--- src/sv/jia_pkg.sv ---
// ----------------------------------------------------------------------------
// jia_pkg: shared types and constants of the integer ALU
// Operation codes, the decoded item record passed from front to back end.
// ----------------------------------------------------------------------------
package jia_pkg;

    localparam int unsigned DataW   = 64;
    localparam int unsigned CmdW    = 5;
    localparam int unsigned QDepth  = 2;
    localparam int unsigned QIdxW   = 1;
    localparam int unsigned DivStg  = 64;
    localparam int unsigned MulStg  = 4;

    typedef enum logic [3:0] {
        OP_ADD  = 4'd0,
        OP_SUB  = 4'd1,
        OP_MUL  = 4'd2,
        OP_DIV  = 4'd3,
        OP_REM  = 4'd4,
        OP_NEG  = 4'd5,
        OP_SHL  = 4'd6,
        OP_SHR  = 4'd7,
        OP_USHR = 4'd8,
        OP_AND  = 4'd9,
        OP_OR   = 4'd10,
        OP_XOR  = 4'd11,
        OP_NONE = 4'd12
    } t_op;

    typedef struct packed {
        t_op         op;
        logic        is_long;
        logic [63:0] a;
        logic [63:0] b;
        logic [5:0]  sh;
    } t_item;

    function automatic logic [63:0] sext32(input logic [63:0] v);
        sext32 = {{32{v[31]}}, v[31:0]};
    endfunction

endpackage

--- src/sv/jia_front.sv ---
// ----------------------------------------------------------------------------
// jia_front: input decode
// Classifies the command, narrows operands for int forms, masks the count.
// ----------------------------------------------------------------------------
module jia_front import jia_pkg::*; (
    input  logic [4:0]  i_command,
    input  logic [63:0] i_operand_a,
    input  logic [63:0] i_operand_b,
    output t_item       o_item
);
    logic is_long;
    logic [3:0] opc;

    always_comb begin
        is_long = i_command[0];
        opc     = i_command[4:1];
        o_item.is_long = is_long;
        o_item.a  = is_long ? i_operand_a : sext32(i_operand_a);
        o_item.b  = is_long ? i_operand_b : sext32(i_operand_b);
        o_item.sh = is_long ? i_operand_b[5:0] : {1'b0, i_operand_b[4:0]};
        case (opc)
            4'd0:    o_item.op = OP_ADD;
            4'd1:    o_item.op = OP_SUB;
            4'd2:    o_item.op = OP_MUL;
            4'd3:    o_item.op = OP_DIV;
            4'd4:    o_item.op = OP_REM;
            4'd5:    o_item.op = OP_NEG;
            4'd6:    o_item.op = OP_SHL;
            4'd7:    o_item.op = OP_SHR;
            4'd8:    o_item.op = OP_USHR;
            4'd9:    o_item.op = OP_AND;
            4'd10:   o_item.op = OP_OR;
            4'd11:   o_item.op = OP_XOR;
            default: o_item.op = OP_NONE;
        endcase
    end
endmodule

--- config.mk ---
export PLATFORM = sky130hd
export DESIGN_NAME = jia_front
export DESIGN_NICKNAME = d
export VERILOG_FILES = /design/src/sv/jia_pkg.sv /design/src/sv/jia_front.sv
export SDC_FILE = /design/constraint.sdc
export NUM_CORES = 1
export LEC_CHECK = 0
export BUFFER_PORTS_ARGS = -buffer_cell sky130_fd_sc_hd__buf_2
export CORE_AREA = 2 2 105 107
export DETAILED_ROUTE_END_ITERATION = 12
export DIE_AREA = 0 0 107 109
export GPL_ROUTABILITY_DRIVEN = 1
export SLEW_MARGIN = 20
export SYNTH_ARGS = -nofsm -noshare
export SYNTH_HDL_FRONTEND = slang
export SYNTH_SLANG_ARGS = --single-unit
export TNS_END_PERCENT = 5
--- constraint.sdc ---
create_clock -name vclk -period 2.3
set_input_delay 0.345 -clock vclk [all_inputs]
set_output_delay 0.345 -clock vclk [all_outputs]
set_load 0.05 [all_outputs]
==> impl_metrics.toml <==
[placement]
io_buffers = 145
cell_count_after_placement = 353
place_congestion = 0.617
hpwl_microns = 3300

[timing]
finalCriticalPeriod_ns = 1.76
fin_crit_sh = 0.766
fin_hold_ws_ns = 0.690
max_freq_mhz = 568
slew_headroom = 0.613
count_of_endpoints_failing_hold_in_the_final_timing_report = 0
finalSetupViolations = 0
tns_ns = 0
tightest_slew_ns = 0.581
grt_setup_unrepaired = "no"
timing.final.max_slew_violations = 0

[synthesis]
yosys_warnings = 0
synth_cell_types = 8
synthesis.area_sq_mm = 0.00156
postSynthNetCount = 285
post_synth_inst_count = 152
seq_area_frac_synth = 0
synth.avg_cell_area_sq_um = 10.3

[route]
via_count = 1210
detail_route.drc_violations = 0
drt_wl_total_microns = 3970
firstDrtPassIters = 3
detail_route.wl_per_cell_microns = 11.2
viasPerCell = 3.43
ant_nets = 0
detailedRoute.firstIterationViolations = 18

[global_route]
gr-usage-all-layers = 0.0559
grt_first_pass_wirelength_microns = 5290
vias_in_the_first_global_route = 1119
grt_start_max_net_pins = 67
grt-ovfl-total = 0
grt_antenna_before_repair = 0

[die]
die_width_microns = 107
design.core.area_sq_mm = 0.0106
die-height_microns = 109
initial_cell_density_of_the_core = 0.147
placementRows = 38
boundaryPins = 272
floorplan.die_area_sq_mm = 0.0117

[cells_and_area]
antenna_cells = 0
clock_buffers = 0
drive_above_1_share = 0.986
multiInputGateArea_sq_um = 926
final_cells = 353
nFillCells = 1176
mostFrequentLayoutCells = "buf_2 (144), mux2_4 (49), mux2_2 (15), a21boi_0 (2)"
sequential_cell_total = 0
synthToLayoutAreaGrowth_pct = 18.4
nNetsFinal = 348
layout.area.seq_sq_um = 0
layout.cells.most_common = "buf_2"
final_core_utilization = 0.174

[worst_setup_path]
critPathMaxFanout = 66
critPathKind = "in -> out"
timing.critical_path.arrival_ns = 1.42
worstPathRequired_ns = 1.96
critPathLaunchType = "input port"
end_kind = "output port"

[cts]
postCtsResizedCells = 0
setup_repair_bufs_after_cts = 0
ctsHoldBuffers = 0

[run]
max_cap_viol_count = 0

[run_status]
outcome = "finished clean"

[pwr]
power_per_cell_area_mw_per_mm2 = 375
power.ir.vdd_worst_mv = 0.143
power.static_leakage_uw = 0.00105

[hold_path]
worstHoldPathType = "in -> out"
==> layout make-up <==
class / count / share of cell area
multi-input combinational: 67 / 0.501
timing repair buffer: 146 / 0.405
tap: 140 / 0.0947
==> cells in the mapped netlist, drive strengths merged <==
master	count	area, sq um
buf	79	613
mux2	64	905
clkbuf	6	22.5
a21boi	2	15.0
and2	1	6.26
==> critical path, stage by stage <==
cell	delay [ns]
buf_4	0.09
buf_12	0.36
mux2_2	0.39
buf_2	0.21
==> report_power, final <==
| part | total [uW] | switching [uW] | internal, uW |
|---|---|---|---|
| combinational | 693 | 462 | 231 |
| clock | 0 | 0 | 0 |
| sequential | 0 | 0 | 0 |
==> cell families after synthesis <==
family / synth area share
buffers and inverters: 0.407
AND/OR/NAND/NOR: 0.00401
multiplexers: 0.579
AO/OA/AOI/OAI: 0.00961
==> per-stage QoR <==
step                total power [uW]  area (sq um)  setup WS [ns]
floorplan                        868          1560          0.471
global placement                 693          1850          0.557
detailed placement               700          1850          0.524
CTS                              700          1850          0.527
global route                     725          1850          0.486
finish                           693          1850          0.539
==> path summary, 6_finish.rpt <==
check | endpoint | slack [ns] | depth (start not counted) | startpoint
max | o_item[114] | 0.54 | 4 | i_command[0]
min | o_item[15] | 0.69 | 0 | i_operand_b[9]
==> layer usage <==
metal	vias up	global-route usage	share of wire
met4	0	0.0176	0.026
met3	16	0.00837	0.12
met1	524	0.0539	0.33
met2	111	0.119	0.53
li1	559	-	-
met5	-	0	0
Note: power is estimated with default switching activity, not from simulation.
