$ cat config.mk
export PLATFORM = sky130hd
export DESIGN_NAME = jia_queue
export DESIGN_NICKNAME = d
export VERILOG_FILES = /design/src/sv/jia_pkg.sv /design/src/sv/jia_queue.sv
export SDC_FILE = /design/constraint.sdc
export NUM_CORES = 1
export LEC_CHECK = 0
export BUFFER_PORTS_ARGS = -buffer_cell sky130_fd_sc_hd__clkbuf_2
export CORE_MARGIN = 8
export CORE_UTILIZATION = 55
export DETAILED_ROUTE_END_ITERATION = 12
export PLACE_DENSITY = 0.89
export SYNTH_ARGS = -nofsm -noshare
export SYNTH_HDL_FRONTEND = slang
export SYNTH_SLANG_ARGS = --single-unit
$ cat constraint.sdc
create_clock -name i_clk -period 10.9 [get_ports i_clk]
set_clock_uncertainty 0.2 [all_clocks]
set_input_delay 1.09 -clock i_clk [delete_from_list [all_inputs] [get_ports i_clk]]
set_output_delay 1.09 -clock i_clk [all_outputs]
set_load 0.05 [all_outputs]
$ cat src/sv/jia_pkg.sv
// ----------------------------------------------------------------------------
// jia_pkg: shared types and constants of the integer ALU
// Operation codes, the decoded item record passed from front to back end.
// ----------------------------------------------------------------------------
package jia_pkg;

    localparam int unsigned DataW   = 64;
    localparam int unsigned CmdW    = 5;
    localparam int unsigned QDepth  = 2;
    localparam int unsigned QIdxW   = 1;
    localparam int unsigned DivStg  = 64;
    localparam int unsigned MulStg  = 4;

    typedef enum logic [3:0] {
        OP_ADD  = 4'd0,
        OP_SUB  = 4'd1,
        OP_MUL  = 4'd2,
        OP_DIV  = 4'd3,
        OP_REM  = 4'd4,
        OP_NEG  = 4'd5,
        OP_SHL  = 4'd6,
        OP_SHR  = 4'd7,
        OP_USHR = 4'd8,
        OP_AND  = 4'd9,
        OP_OR   = 4'd10,
        OP_XOR  = 4'd11,
        OP_NONE = 4'd12
    } t_op;

    typedef struct packed {
        t_op         op;
        logic        is_long;
        logic [63:0] a;
        logic [63:0] b;
        logic [5:0]  sh;
    } t_item;

    function automatic logic [63:0] sext32(input logic [63:0] v);
        sext32 = {{32{v[31]}}, v[31:0]};
    endfunction

endpackage

$ cat src/sv/jia_queue.sv
// ----------------------------------------------------------------------------
// jia_queue: two-entry decoded item queue
// Decouples front-end acceptance from back-end stalls.
// ----------------------------------------------------------------------------
module jia_queue import jia_pkg::*; (
    input  logic  i_clk,
    input  logic  i_rst_n,
    input  logic  i_valid,
    output logic  o_ready,
    input  t_item i_item,
    output logic  o_valid,
    input  logic  i_ready,
    output t_item o_item
);
    t_item r_mem [QDepth];
    logic [QIdxW-1:0] r_wp, r_rp;
    logic [QIdxW:0]   r_cnt;
    logic push, pop;

    assign o_ready = (r_cnt != 2'(QDepth));
    assign o_valid = (r_cnt != '0);
    assign o_item  = r_mem[r_rp];
    assign push    = i_valid && o_ready;
    assign pop     = o_valid && i_ready;

    always_ff @(posedge i_clk) begin
        if (push) r_mem[r_wp] <= i_item;
        if (!i_rst_n) begin
            r_wp <= '0;
            r_rp <= '0;
            r_cnt <= '0;
        end else begin
            if (push) r_wp <= r_wp + 1'b1;
            if (pop)  r_rp <= r_rp + 1'b1;
            r_cnt <= r_cnt + (QIdxW+1)'(push) - (QIdxW+1)'(pop);
        end
    end
endmodule

==> metrics.yaml <==
logic_synthesis:
  syn-cell-area_um2: 10300
  async_reset_ff_share_pct: 0
  ys_warn_count: 0
  synth_flop_cell: "edfxtp_1"
  synth_cell_type_count: 24
  syn-instance-count: 461
  netlist.area_leader.share_pct: 80.9
  synth_edf_count: 278
  yosys.area.top_type: "edfxtp_1"
  ys_ff_latch: 283
  synth_seq_area_share_pct: 81.8
  yosys-top-cells-area: "edfxtp_1, mux2_2, buf_6"
  avgSynthCellArea_um2: 22.4
  synthesis.nets: 605
detailed_routing:
  routed_via_density: 5.24
  remaining_drc_errors: 0
  routed_wl_mm: 21.2
  via_count: 5314
  ant_nets: 0
  drt_first_pass_iters: 4
  drtIter0Drc: 284
  wl_per_cell_um: 20.9
clock_tree:
  clock_sinks: 283
  root_buffer: "clkbuf_16"
  hold_buffers: 0
  clk_latency_ns: 0.52
  cts_buffers: 28
  cts_tree: "yes"
  clockBufferDepth: 3
  cts.clk_slew.worst_paths_ns: 0.06
  post_cts_resized: 0
  htree_num_levels: 1
  cts_setup_buffers: 0
critical_path:
  cp.arrival_ns: 3.14
  cp_max_fo: 72
  crit_path_top_delay_cell: "dfxtp_4"
  cp_num_buf_inv: 2
  cp-endpoint: "o_item[40]"
  cp-start-kind: "flop"
  max_stage_delay_ns: 0.92
  required_ns: 9.61
  path_cells: "buf_4, mux2_2, clkbuf_2"
  crit_type: "reg2out"
  worstReg2RegStart: "r_cnt[0]"
  ff2ff_setup_slack_ns: 7.80
  rr_endpoint: "r_mem[1][5]"
  crit_family: "buffers and inverters"
  crit_path_end_kind: "output pin"
  cp.depth: 3
  reg2regPathDepth: 3
timing:
  fmax_mhz: 226
  rsz0062_at_grt: "no"
  relSlewSlack_pct: 32.4
  fin_crit_sh_pct: 40.7
  fin_ws_ns: 6.47
  slew_viol_final: 0
  worst_slew_pin_slew_ns: 1.01
  fin_tns_setup_ns: 0
  min_period_ns: 4.43
  setup_violations: 0
  finalHoldViolCount: 0
floorplanning:
  fp.dieW_um: 153
  die_area_um2: 23400
  core.rowCount: 50
  start_util_pct: 55.6
  io_pins: 284
  die_height_um: 153
  core_um2: 18600
global_routing:
  antenna_found_initial: 1
  grt.overflow.total: 0
  grt_max_degree: 73
  track_usage_pct: 17.1
  grt_pass1_vias: 5725
  grt_pass1_wl_mm: 31.5
layout:
  diodes: 0
  multiInputGateArea_um2: 1730
  area_delta_synth_final_pct: 23.6
  layout-drive-gt1-share_pct: 59.8
  final_nets: 906
  register_area_um2: 8450
  fin_util_pct: 68.7
  n_fill_cell: 1183
power:
  vdd_drop_max_uv: 177
  p_per_area_nw_per_um2: 251
  leakagePower_nw: 4.82
placement:
  port_buffers: 283
  dp_slack_ns: 7.01
  hpwlAfterDp_mm: 14.5
  place_congestion: 0.744
run:
  cap_viol_max_count: 0
hold_path:
  hold_path.class: "reg2reg"
run_status:
  status: "finished, final reports clean"
-- tightest hold or removal path, cell delays in order, from the launching register on --
cell and delay, ns:
dfxtp_1 0.33, xnor2_1 0.08, and2_1 0.15
-- layout make-up --
cell class	count	share of cell area, %
tap	234	2.29
multi-input combinational	162	13.6
inverter	1	0.0686
sequential	283	66.2
clock buffer	37	5.92
timing repair buffer	286	11.3
clock inverter	12	0.637
-- through the flow --
step                cells  cell area [um2]  total power [W]  hold slack [ns]
detailed placement    966            11900          0.00235            0.374
finish               1015            12800          0.00320            0.393
global route         1015            12800          0.00330            0.424
floorplan             461            10300          0.00216            0.329
CTS                  1015            12800          0.00323            0.389
global placement      966            11900          0.00234            0.367
-- per-layer routing --
layer | part of all wire, % | GRT usage (%) | up-vias
met5 | 0.038 | 0 | -
met4 | 2.6 | 5.80 | 2
met3 | 8.2 | 5.47 | 45
met2 | 51 | 30.3 | 246
met1 | 38 | 19.3 | 2584
li1 | - | - | 2437
-- cells in the mapped netlist, types with 2 or more instances --
cell type / number
buf_4: 2
dfxtp_1: 5
buf_6: 11
and2_1: 3
nand2b_1: 2
edfxtp_1: 278
o21ai_0: 2
buf_2: 2
mux2_2: 139
nor2_1: 2
a21bo_2: 2
-- cell usage in the layout, fill, tap and decap left out, drive strengths merged --
cell type / synthesis / routed
a21bo: 2 / 2
a32oi: 1 / 1
bufinv: 0 / 1
o21ai: 2 / 2
buf: 15 / 3
mux2i: 1 / 1
ha: 1 / 1
nor2: 2 / 2
nand3: 1 / 1
edfxtp: 278 / 278
and3: 1 / 1
nor2b: 1 / 1
a21boi: 1 / 1
nand3b: 1 / 1
xnor2: 1 / 1
or2: 1 / 1
mux2: 139 / 139
nand2: 1 / 1
a211oi: 1 / 1
nand2b: 2 / 2
and2: 3 / 3
clkinv: 0 / 10
dfxtp: 5 / 5
clkinvlp: 0 / 1
clkbuf: 0 / 320
inv: 1 / 1
-- registers in the layout (all words and copies together) (netlist names), named ones only --
register,flops
r_mem,278
r_wp,1
r_rp,1
r_cnt,2
-- worst min-delay path by stage --
stage	startpoint	end	slack, ns	cells after the start
after floorplan	r_wp	r_wp	0.33	2
after global placement	r_rp	r_rp	0.37	2
after detailed placement	r_rp	flop	0.37	2
after CTS	r_rp	flop	0.39	2
after global routing	r_rp	flop	0.42	2
final	r_rp	flop	0.39	2
-- kinds of logic after synthesis --
| family | Yosys count | share of synthesized area (%) |
|---|---|---|
| muxes | 140 | 15.3 |
| AOI/OAI and AO/OA | 7 | 0.521 |
| adders and majority gates | 1 | 0.121 |
| xor gates and xnor gates | 1 | 0.0848 |
| and+or+nand+nor | 13 | 0.715 |
| buffers and inverters | 16 | 1.48 |
| DFF | 283 | 81.8 |
-- report_power, final --
part / internal [W] / total (W) / switching, W / leakage [nW]
clock network: 0.000507 / 0.000877 / 0.000370 / 0.408
logic: 0.000253 / 0.000942 / 0.000688 / 1.77
registers: 0.00133 / 0.00138 / 0.0000538 / 2.64
total: 0.00209 / 0.00320 / 0.00111 / 4.82
(Power assumes the default switching activity.)
